--- src/hw/rtl/rgbab_pkg.sv ---
// rgbab_pkg: shared types, constants and channel helpers for the rgb565 blender
// used by rgbab_blend_core and rgb565_alpha_add_blender; no dependencies
`default_nettype none

package rgbab_pkg;

	// blend mode register codes, code 3 behaves as opaque
	typedef enum logic [1:0] {
		MODE_OPAQUE = 2'd0,
		MODE_OVER   = 2'd1,
		MODE_ADD    = 2'd2
	} blend_mode_t;

	localparam int unsigned PIXEL_W = 16;
	localparam int unsigned ALPHA_W = 8;
	localparam int unsigned CHAN_W  = 8;
	localparam int unsigned IN_DATA_W  = 2 * PIXEL_W + ALPHA_W;
	localparam int unsigned OUT_DATA_W = PIXEL_W;

	localparam logic [CHAN_W-1:0]  CHAN_MAX  = 8'd255;
	localparam logic [15:0]        ROUND_OFS = 16'd127;

	// widen a 5-bit channel to 8 bits by bit replication
	function automatic logic [CHAN_W-1:0] widen5(input logic [4:0] v);
		return {v, v[4:2]};
	endfunction

	// widen a 6-bit channel to 8 bits by bit replication
	function automatic logic [CHAN_W-1:0] widen6(input logic [5:0] v);
		return {v, v[5:4]};
	endfunction

	// floor(y / 255) for y up to 65152, by shift and add
	function automatic logic [CHAN_W-1:0] div255(input logic [15:0] y);
		logic [16:0] t;
		t = {1'b0, y} + 17'd1 + {9'd0, y[15:8]};
		return t[15:8];
	endfunction

endpackage

`default_nettype wire

--- src/hw/rtl/rgbab_blend_core.sv ---
// rgbab_blend_core: single-pass combinational blend of one source and one
// destination rgb565 pixel; depends on rgbab_pkg
`default_nettype none

module rgbab_blend_core
	import rgbab_pkg::*;
(
	input  wire blend_mode_t           mode,
	input  wire logic [PIXEL_W-1:0]    src_pixel,
	input  wire logic [ALPHA_W-1:0]    alpha,
	input  wire logic [PIXEL_W-1:0]    dst_pixel,
	output logic      [PIXEL_W-1:0]    out_pixel
);

	logic [CHAN_W-1:0] s_ch [3];
	logic [CHAN_W-1:0] d_ch [3];
	logic [CHAN_W-1:0] over_ch [3];
	logic [CHAN_W-1:0] add_ch [3];
	logic [ALPHA_W-1:0] inv_alpha;

	// unpack both pixels to 8-bit channels, index 0 red, 1 green, 2 blue
	always_comb begin
		s_ch[0] = widen5(src_pixel[15:11]);
		s_ch[1] = widen6(src_pixel[10:5]);
		s_ch[2] = widen5(src_pixel[4:0]);
		d_ch[0] = widen5(dst_pixel[15:11]);
		d_ch[1] = widen6(dst_pixel[10:5]);
		d_ch[2] = widen5(dst_pixel[4:0]);
	end

	assign inv_alpha = CHAN_MAX - alpha;

	// per-channel over and additive mixes
	always_comb begin
		logic [15:0] prod_s;
		logic [15:0] prod_d;
		logic [8:0]  add_sum;
		for (int i = 0; i < 3; i++) begin
			prod_s = s_ch[i] * alpha;
			prod_d = d_ch[i] * inv_alpha;
			over_ch[i] = div255(prod_s + prod_d + ROUND_OFS);
			add_sum = {1'b0, div255(prod_s + ROUND_OFS)} + {1'b0, d_ch[i]};
			add_ch[i] = add_sum[8] ? CHAN_MAX : add_sum[7:0];
		end
	end

	// repack by dropping low bits, opaque passes the source through
	always_comb begin
		case (mode)
			MODE_OVER: out_pixel = {over_ch[0][7:3], over_ch[1][7:2], over_ch[2][7:3]};
			MODE_ADD:  out_pixel = {add_ch[0][7:3], add_ch[1][7:2], add_ch[2][7:3]};
			default:   out_pixel = src_pixel;
		endcase
	end

endmodule

`default_nettype wire

--- src/hw/rtl/rgb565_alpha_add_blender.sv ---
// rgb565_alpha_add_blender: top level, input register, blend core, result register
// depends on rgbab_pkg and rgbab_blend_core
//
//   channel   dir  handshake                    content
//   s_axis    in   s_axis_tvalid/s_axis_tready  src_pixel, alpha, dst_pixel
//   m_axis    out  m_axis_tvalid/m_axis_tready  out_pixel
//   cfg       in   cfg_wr_en (no wait)          blend_mode
//
// one pixel per clock sustained while m_axis_tready holds; two register stages, so a
// result is shown on m_axis after its input transaction has passed both (input
// register, then the result register after the 8x8 multiplies and divide-by-255 of the blend core)
// arst_n clears both stage valid flags and sets blend_mode to opaque
// a stalled output holds its result; the input register still fills behind it
`default_nettype none

module rgb565_alpha_add_blender
	import rgbab_pkg::*;
(
	input  wire logic                  clk,
	input  wire logic                  arst_n,
	// configuration
	input  wire logic                  cfg_wr_en,
	input  wire logic [1:0]            cfg_wr_data,
	// input stream
	input  wire logic                  s_axis_tvalid,
	output logic                       s_axis_tready,
	input  wire logic [IN_DATA_W-1:0]  s_axis_tdata,  // src_pixel[15:0], alpha[23:16], dst_pixel[39:24]
	// output stream
	output logic                       m_axis_tvalid,
	input  wire logic                  m_axis_tready,
	output logic [OUT_DATA_W-1:0]      m_axis_tdata   // out_pixel[15:0]
);

	blend_mode_t          blend_mode_q;
	logic                 valid_s1;
	logic [PIXEL_W-1:0]   src_pixel_s1;
	logic [ALPHA_W-1:0]   alpha_s1;
	logic [PIXEL_W-1:0]   dst_pixel_s1;
	logic                 valid_s2;
	logic [PIXEL_W-1:0]   out_pixel_s2;
	logic [PIXEL_W-1:0]   mixed_pixel;
	logic                 adv_s2;
	logic                 adv_s1;

	// stage advance
	assign adv_s2        = !valid_s2 || m_axis_tready;
	assign adv_s1        = !valid_s1 || adv_s2;
	assign s_axis_tready = adv_s1;

	// mode register
	always_ff @(posedge clk or negedge arst_n) begin
		if (!arst_n) begin
			blend_mode_q <= MODE_OPAQUE;
		end else if (cfg_wr_en) begin
			blend_mode_q <= blend_mode_t'(cfg_wr_data);
		end
	end

	// input register control
	always_ff @(posedge clk or negedge arst_n) begin
		if (!arst_n) begin
			valid_s1 <= 1'b0;
		end else if (adv_s1) begin
			valid_s1 <= s_axis_tvalid;
		end
	end

	// input register payload
	always_ff @(posedge clk) begin
		if (adv_s1 && s_axis_tvalid) begin
			src_pixel_s1 <= s_axis_tdata[15:0];
			alpha_s1     <= s_axis_tdata[23:16];
			dst_pixel_s1 <= s_axis_tdata[39:24];
		end
	end

	rgbab_blend_core u_core (
		.mode      (blend_mode_q),
		.src_pixel (src_pixel_s1),
		.alpha     (alpha_s1),
		.dst_pixel (dst_pixel_s1),
		.out_pixel (mixed_pixel)
	);

	// result register control
	always_ff @(posedge clk or negedge arst_n) begin
		if (!arst_n) begin
			valid_s2 <= 1'b0;
		end else if (adv_s2) begin
			valid_s2 <= valid_s1;
		end
	end

	// result register payload
	always_ff @(posedge clk) begin
		if (adv_s2 && valid_s1) begin
			out_pixel_s2 <= mixed_pixel;
		end
	end

	assign m_axis_tvalid = valid_s2;
	assign m_axis_tdata  = out_pixel_s2;

endmodule

`default_nettype wire

--- config.mk ---
export PLATFORM = sky130hd
export DESIGN_NAME = rgb565_alpha_add_blender
export DESIGN_NICKNAME = d
export VERILOG_FILES = /design/src/hw/rtl/rgbab_pkg.sv /design/src/hw/rtl/rgbab_blend_core.sv /design/src/hw/rtl/rgb565_alpha_add_blender.sv
export SDC_FILE = /design/constraint.sdc
export NUM_CORES = 1
export LEC_CHECK = 0
export ABC_AREA = 0
export BUFFER_PORTS_ARGS = -buffer_cell sky130_fd_sc_hd__buf_2
export CAP_MARGIN = 20
export CORE_UTILIZATION = 67
export CTS_BUF_LIST = sky130_fd_sc_hd__clkbuf_4 sky130_fd_sc_hd__clkbuf_8
export CTS_CLUSTER_SIZE = 12
export DETAILED_ROUTE_END_ITERATION = 7
export PLACE_DENSITY = 0.89
export SLEW_MARGIN = 20
export SYNTH_ARGS = -nofsm -noshare
export SYNTH_HDL_FRONTEND = slang
export SYNTH_SLANG_ARGS = --single-unit
--- constraint.sdc ---
create_clock -name clk -period 10.5 [get_ports clk]
set_clock_uncertainty 0.1 [all_clocks]
set_input_delay 2.1 -clock clk [delete_from_list [all_inputs] [get_ports clk]]
set_output_delay 2.1 -clock clk [all_outputs]
set_load 0.01 [all_outputs]
# Word-level counts from Yosys, hierarchy flattened
# Index checks and enable logic that the tools add are counted.
[classes]
addsub = 25
mul = 6
n_eq_ne = 2
muxes = 4
reduce_logical = 6
[ops]
columns = ["operator", "count"]
rows = [
  ["adder 16 x 1 -> 16 bit, second input constant", 6],
  ["adder 16 x 7 -> 16 bit, second input constant", 6],
  ["adder 16 x 8 -> 16 bit", 6],
  ["multiplier 8 x 8 -> 16 bit", 6],
  ["adder 16 bit", 3],
  ["one-hot mux 16 bit (2 select lines)", 1],
  ["adder 8 x 8 -> 9 bit", 3],
  ["two-way mux 8 bit", 3],
  ["subtractor 8 bit, first input constant", 1],
  ["== test 2 x 1 -> 1 bit, second input constant", 1],
  ["== test 2 bit, second input constant", 1],
  ["logical AND 1 bit", 2],
  ["logical NOT 1 bit", 2],
  ["logical OR 1 bit", 2],
]
[word_totals]
register_bits = 60
input_bits = 47

# Longest topological paths before layout
[logic_depth]
ltp_word = 7
ltp_mapped = 40

# Cells and area by module
# A second synthesis with hierarchy kept.
[unflattened]
hier_cells = 2265
hier_area_um2 = 20312.0
[by_module_without_submodules]
columns = ["mod", "n_inst", "cells_each", "area_each_um2", "seq_area_each_um2"]
rows = [
  ["rgbab_blend_core", 1, 2197, 18453.9, 0.0],
  ["rgb565_alpha_add_blender", 1, 68, 1858.0, 1781.7],
]

# Worst setup path after synthesis
# OpenSTA, ideal clock, no wires.
[synth_path]
kind = "register to register"
start = "reg alpha_s1[5]"
end = "reg out_pixel_s2[15] (netlist: m_axis_tdata[15]), data pin"
t_arrival_ps = 8888
path_slack_ps = 1256
path_stages_with_launch = 38
path_buffers = 1
synth_period_minus_slack_ps = 9244
path_cell_list = "edfxtp_1 > clkbuf_1 > and2_1 > fa_1 > inv_1 > fa_1 > inv_1 > fa_1 > inv_1 > fa_1 > inv_1 > ha_1 > nor3b_1 > a311o_1 > nor3_2 > inv_1 > ha_1 > fa_1 > [... 2 more ...] > inv_1 > fa_1 > ha_1 > ha_1 > a21oi_1 > o21ai_0 > a221o_1 > a21o_1 > a21oi_1 > xnor2_1 > ha_1 > nand3b_1 > o32ai_1 > nand4_1 > xnor2_1 > a21oi_1 > nand4b_1 > o211a_1"
[synth_between]
elab_chain_len = 7
elab_cells_between_ends = 13
[synth_lines]
columns = ["element", "line", "rtl"]
rows = [
  ["start: declaration", "rgb565_alpha_add_blender.sv:37", "logic [ALPHA_W-1:0] alpha_s1;"],
  ["start signal: assignment", "rgb565_alpha_add_blender.sv:72", "alpha_s1 <= s_axis_tdata[23:16];"],
  ["subtractor 8 bit or multiplier 8 x 8 -> 16 bit (tied branches)", "rgbab_blend_core.sv:31, rgbab_blend_core.sv:39", ""],
  ["multiplier 8 x 8 -> 16 bit or adder 16 x 7 -> 16 bit (tied branches)", "rgbab_blend_core.sv:40, rgbab_blend_core.sv:42", ""],
  ["adder 16 bit or adder 16 x 1 -> 16 bit (tied branches)", "rgbab_blend_core.sv:41, rgbab_pkg.sv:36", ""],
  ["adder 16 x 7 -> 16 bit or adder 16 x 8 -> 16 bit (tied branches)", "rgbab_blend_core.sv:41, rgbab_pkg.sv:36", ""],
  ["adder 16 x 1 -> 16 bit or adder 8 x 8 -> 9 bit (tied branches)", "rgbab_pkg.sv:36, rgbab_blend_core.sv:42", ""],
  ["adder 16 x 8 -> 16 bit or two-way mux 8 bit (tied branches)", "rgbab_pkg.sv:36, rgbab_blend_core.sv:43", ""],
  ["one-hot mux 16 bit (2 select lines) *", "rgbab_blend_core.sv:49", "case (mode)"],
  ["named net mixed_pixel[15]", "rgb565_alpha_add_blender.sv:41", "logic [PIXEL_W-1:0] mixed_pixel;"],
  ["end signal: assignment", "rgb565_alpha_add_blender.sv:97", "out_pixel_s2 <= mixed_pixel;"],
  ["end: declaration", "rgb565_alpha_add_blender.sv:40", "logic [PIXEL_W-1:0] out_pixel_s2;"],
]
# Mark *: on every way through the listed nets, which the timed path passes. The rest lies on a longest branch.
# A chain may end at the register's enable or synchronous reset.

# Worst setup path in the final report
[layout_path]
start = "reg alpha_s1[3]"
end = "reg out_pixel_s2[4] (netlist: m_axis_tdata[4]), data pin"
# The elaborated chain is that of the path after synthesis.

==> impl_metrics.py <==
metrics = {
    "floorplan": {
        "row_count": 62,
        "design.core.area_sq_um": 28800,
        "die_h_microns": 173,
        "die_w_microns": 173,
        "start_util_pct": 68.3,
        "pin_count": 65,
        "die-area_sq_um": 30000,
    },
    "final_layout": {
        "drive_above_1_share_pct": 6.47,
        "syn2layout_area_growth_pct": 5.48,
        "num-fill-cells": 2055,
        "mostFrequentLayoutCell": "inv_1",
        "multiInputGateArea_sq_um": 16200,
        "regArea_sq_um": 1780,
        "nNetsFinal": 2832,
        "mostFrequentLayoutCells": "inv_1, ha_1, fa_1",
    },
    "sta": {
        "final.min_clock_period_ns": 10.14,
        "period_share_pct": 96.5,
        "fin_ws_ns": 0.363,
        "hold_viol_final": 0,
        "worst_slew_pin_slew_ns": 1.15,
        "setup_viol": 0,
        "rsz0062_at_grt": "true",
        "drv_slew": 0,
        "slew_headroom_pct": 23.5,
        "fmax_mhz": 98.6,
    },
    "setup_path": {
        "worstPathArrival_ns": 10.27,
        "crit_top_cell": "fa_1",
        "start_kind": "register",
        "cp.buffers_inverters": 8,
        "crit_type": "register to register",
        "path_delay_family": "adder cells",
        "cpMaxStageDelayCell": "edfxtp_1",
        "critical-path-max-stage-delay_ns": 0.57,
        "path_max_fanout": 21,
        "endpoint_kind": "register",
        "crit_required_ns": 10.63,
    },
    "yosys": {
        "synthTopCellsByArea": "fa_1, ha_1, edfxtp_1, inv_1, xnor2_1",
        "postSynthCellCount": 2165,
        "synthFlopType": "edfxtp_1",
        "syn-cell-area_sq_um": 19700,
        "ys_seq_area_share_pct": 9.06,
        "syn_nets": 2775,
        "synth_cell_types": 93,
        "ys_async_sr_fraction_pct": 6.67,
        "avgSynthCellArea_sq_um": 9.08,
        "synth_area_leader_cell": "fa_1",
        "yosys_warnings": 0,
        "synth-edff-count": 56,
        "ys_ff_latch": 60,
        "synth_top_cell_area_share_pct": 26.9,
    },
    "clock_tree": {
        "cts_inserted_buffers": 9,
        "cts_tree": "built",
        "clk_pin_slew_ns": 0.08,
        "clock-sinks": 60,
        "clk_latency_ns": 0.42,
        "ctsHtreeMaxLevel": 3,
        "root_buffer": "clkbuf_8",
        "cts_buffer_depth": 2,
        "ctsHoldBuffers": 0,
    },
    "detailed_routing": {
        "wirelength_microns": 51400,
        "detail-route-antenna-nets": 0,
        "wl_met2_microns": 24600,
        "drc": 0,
        "avgRoutedWirePerCell_microns": 19.7,
        "routed.top_layer": "met4",
        "drt_first_iter_violations": 1139,
        "met3_length_microns": 4310,
        "vias": 15809,
        "first_pass_iters": 5,
        "wl_met1_microns": 20300,
        "avgViaCountPerCell": 6.05,
    },
    "grt": {
        "grt_pass1_vias": 16732,
        "grt_pass1_wl_microns": 82800,
        "grt_max_degree": 41,
        "antenna_found_initial": 1,
        "overflow": 0,
        "grt.total_usage_pct": 35.2,
    },
    "placement": {
        "place_congestion": 0.997,
        "place_ws_ns": 0.457,
        "io_buffers": 64,
        "hpwl_microns": 42800,
    },
    "outcome": {
        "status": "finished clean",
    },
    "min_path": {
        "min_path_type": "register to register",
    },
    "job": {
        "max_cap_violations": 0,
    },
}
[worst reg2reg max path: cells and delay by family (launching register included)]
kind	cells	cell delay, ns
compound gates	8	1.79
xor+xnor	3	0.57
fa+ha+maj	12	5.26
buf+inv	8	0.81
flops	1	0.57
simple gates	4	0.84
[path summary, 6_finish.rpt]
kind                             start               to  slack [ns]  cells after the start
setup / recovery           alpha_s1[3]  m_axis_tdata[4]        0.36                     35
hold / removal                valid_s1    m_axis_tvalid        0.40                      1
setup reg to reg           alpha_s1[3]  m_axis_tdata[4]        0.36                     35
hold reg to reg               valid_s1    m_axis_tvalid        0.40                      1
max in group asynchronous       arst_n    m_axis_tvalid        8.73                      1
min in group asynchronous       arst_n  blend_mode_q[0]        1.41                      1
[per-layer routing]
metal  global-route usage, %  vias up
li1                        -     7202
met1                    44.8     7695
met2                    59.4      754
met3                    5.79      158
met4                    15.4        0
met5                       0        -
[cells in the mapped netlist, types with 5 or more instances]
cell type,instances
and2_1,110
and4_1,5
o31a_1,5
nand4_1,6
nor3b_1,5
nand3_1,33
and3_1,19
o211ai_1,7
nand2_1,98
o2111ai_1,5
nor2_1,65
a2bb2oi_1,13
o31ai_1,6
fa_1,264
ha_1,299
a211oi_1,7
inv_1,431
clkbuf_1,31
a21oi_1,83
a211o_1,6
or3_1,8
a31oi_1,11
nand2b_1,69
o21ai_1,12
nand3b_1,6
a21o_1,34
o21bai_1,15
a31o_2,5
a221oi_1,5
nor2b_1,80
nor3_1,27
o21ai_0,53
or2_2,6
edfxtp_1,56
xor2_1,48
o21a_1,15
nor4_1,6
xnor2_1,120
[sequential cells by signal, indices dropped and copies added, names as in the netlist]
name,cells
alpha_s1,8
blend_mode_q,2
dst_pixel_s1,16
m_axis_tdata,16
m_axis_tvalid,1
src_pixel_s1,16
valid_s1,1
[final cells by class]
cell class	count	share of cell area (%)
Sequential cell	60	8.59
Inverter	433	7.84
Clock buffer	9	0.597
Tap cell	384	2.32
Timing Repair Buffer	79	2.09
Clock inverter	7	0.597
Multi-Input combinational cell	1639	77.9
Antenna cell	2	0.0241
[what timing repair did]
| item | 4_1_cts | 5_1_grt |
|---|---|---|
| buffers inserted | 0 | 0 |
| endpoints found under the setup margin | 0 | 6 |
| gates resized for setup | 0 | 5 |
[cells by family after synthesis]
logic type | Yosys count | share of synthesized area [%]
AOI/OAI and AO/OA | 328 | 11.4
buffers and inverters | 466 | 8.90
DFF | 60 | 9.06
xor gates and xnor gates | 175 | 8.17
adders and majority gates | 565 | 46.0
and+or+nand+nor | 566 | 16.1
muxes | 5 | 0.305
[metrics by stage]
| stage | utilization (%) | instance area [sq um] | hold slack [ns] | std cells | TNS, ns |
|---|---|---|---|---|---|
| floorplan | - | 19700 | 0.349 | 2165 | 0 |
| global placement | 71.1 | 20500 | 0.367 | 2595 | 0 |
| detailed placement | 71.1 | 20500 | 0.390 | 2595 | 0 |
| CTS | 71.9 | 20700 | 0.408 | 2611 | 0 |
| global route | 72.1 | 20700 | 0.442 | 2612 | -0.00101 |
| finish | 72.1 | 20700 | 0.402 | 2613 | 0 |
Power is not shown: default switching activity piles up to over one toggle a cycle in this logic, so the estimate is an artifact.
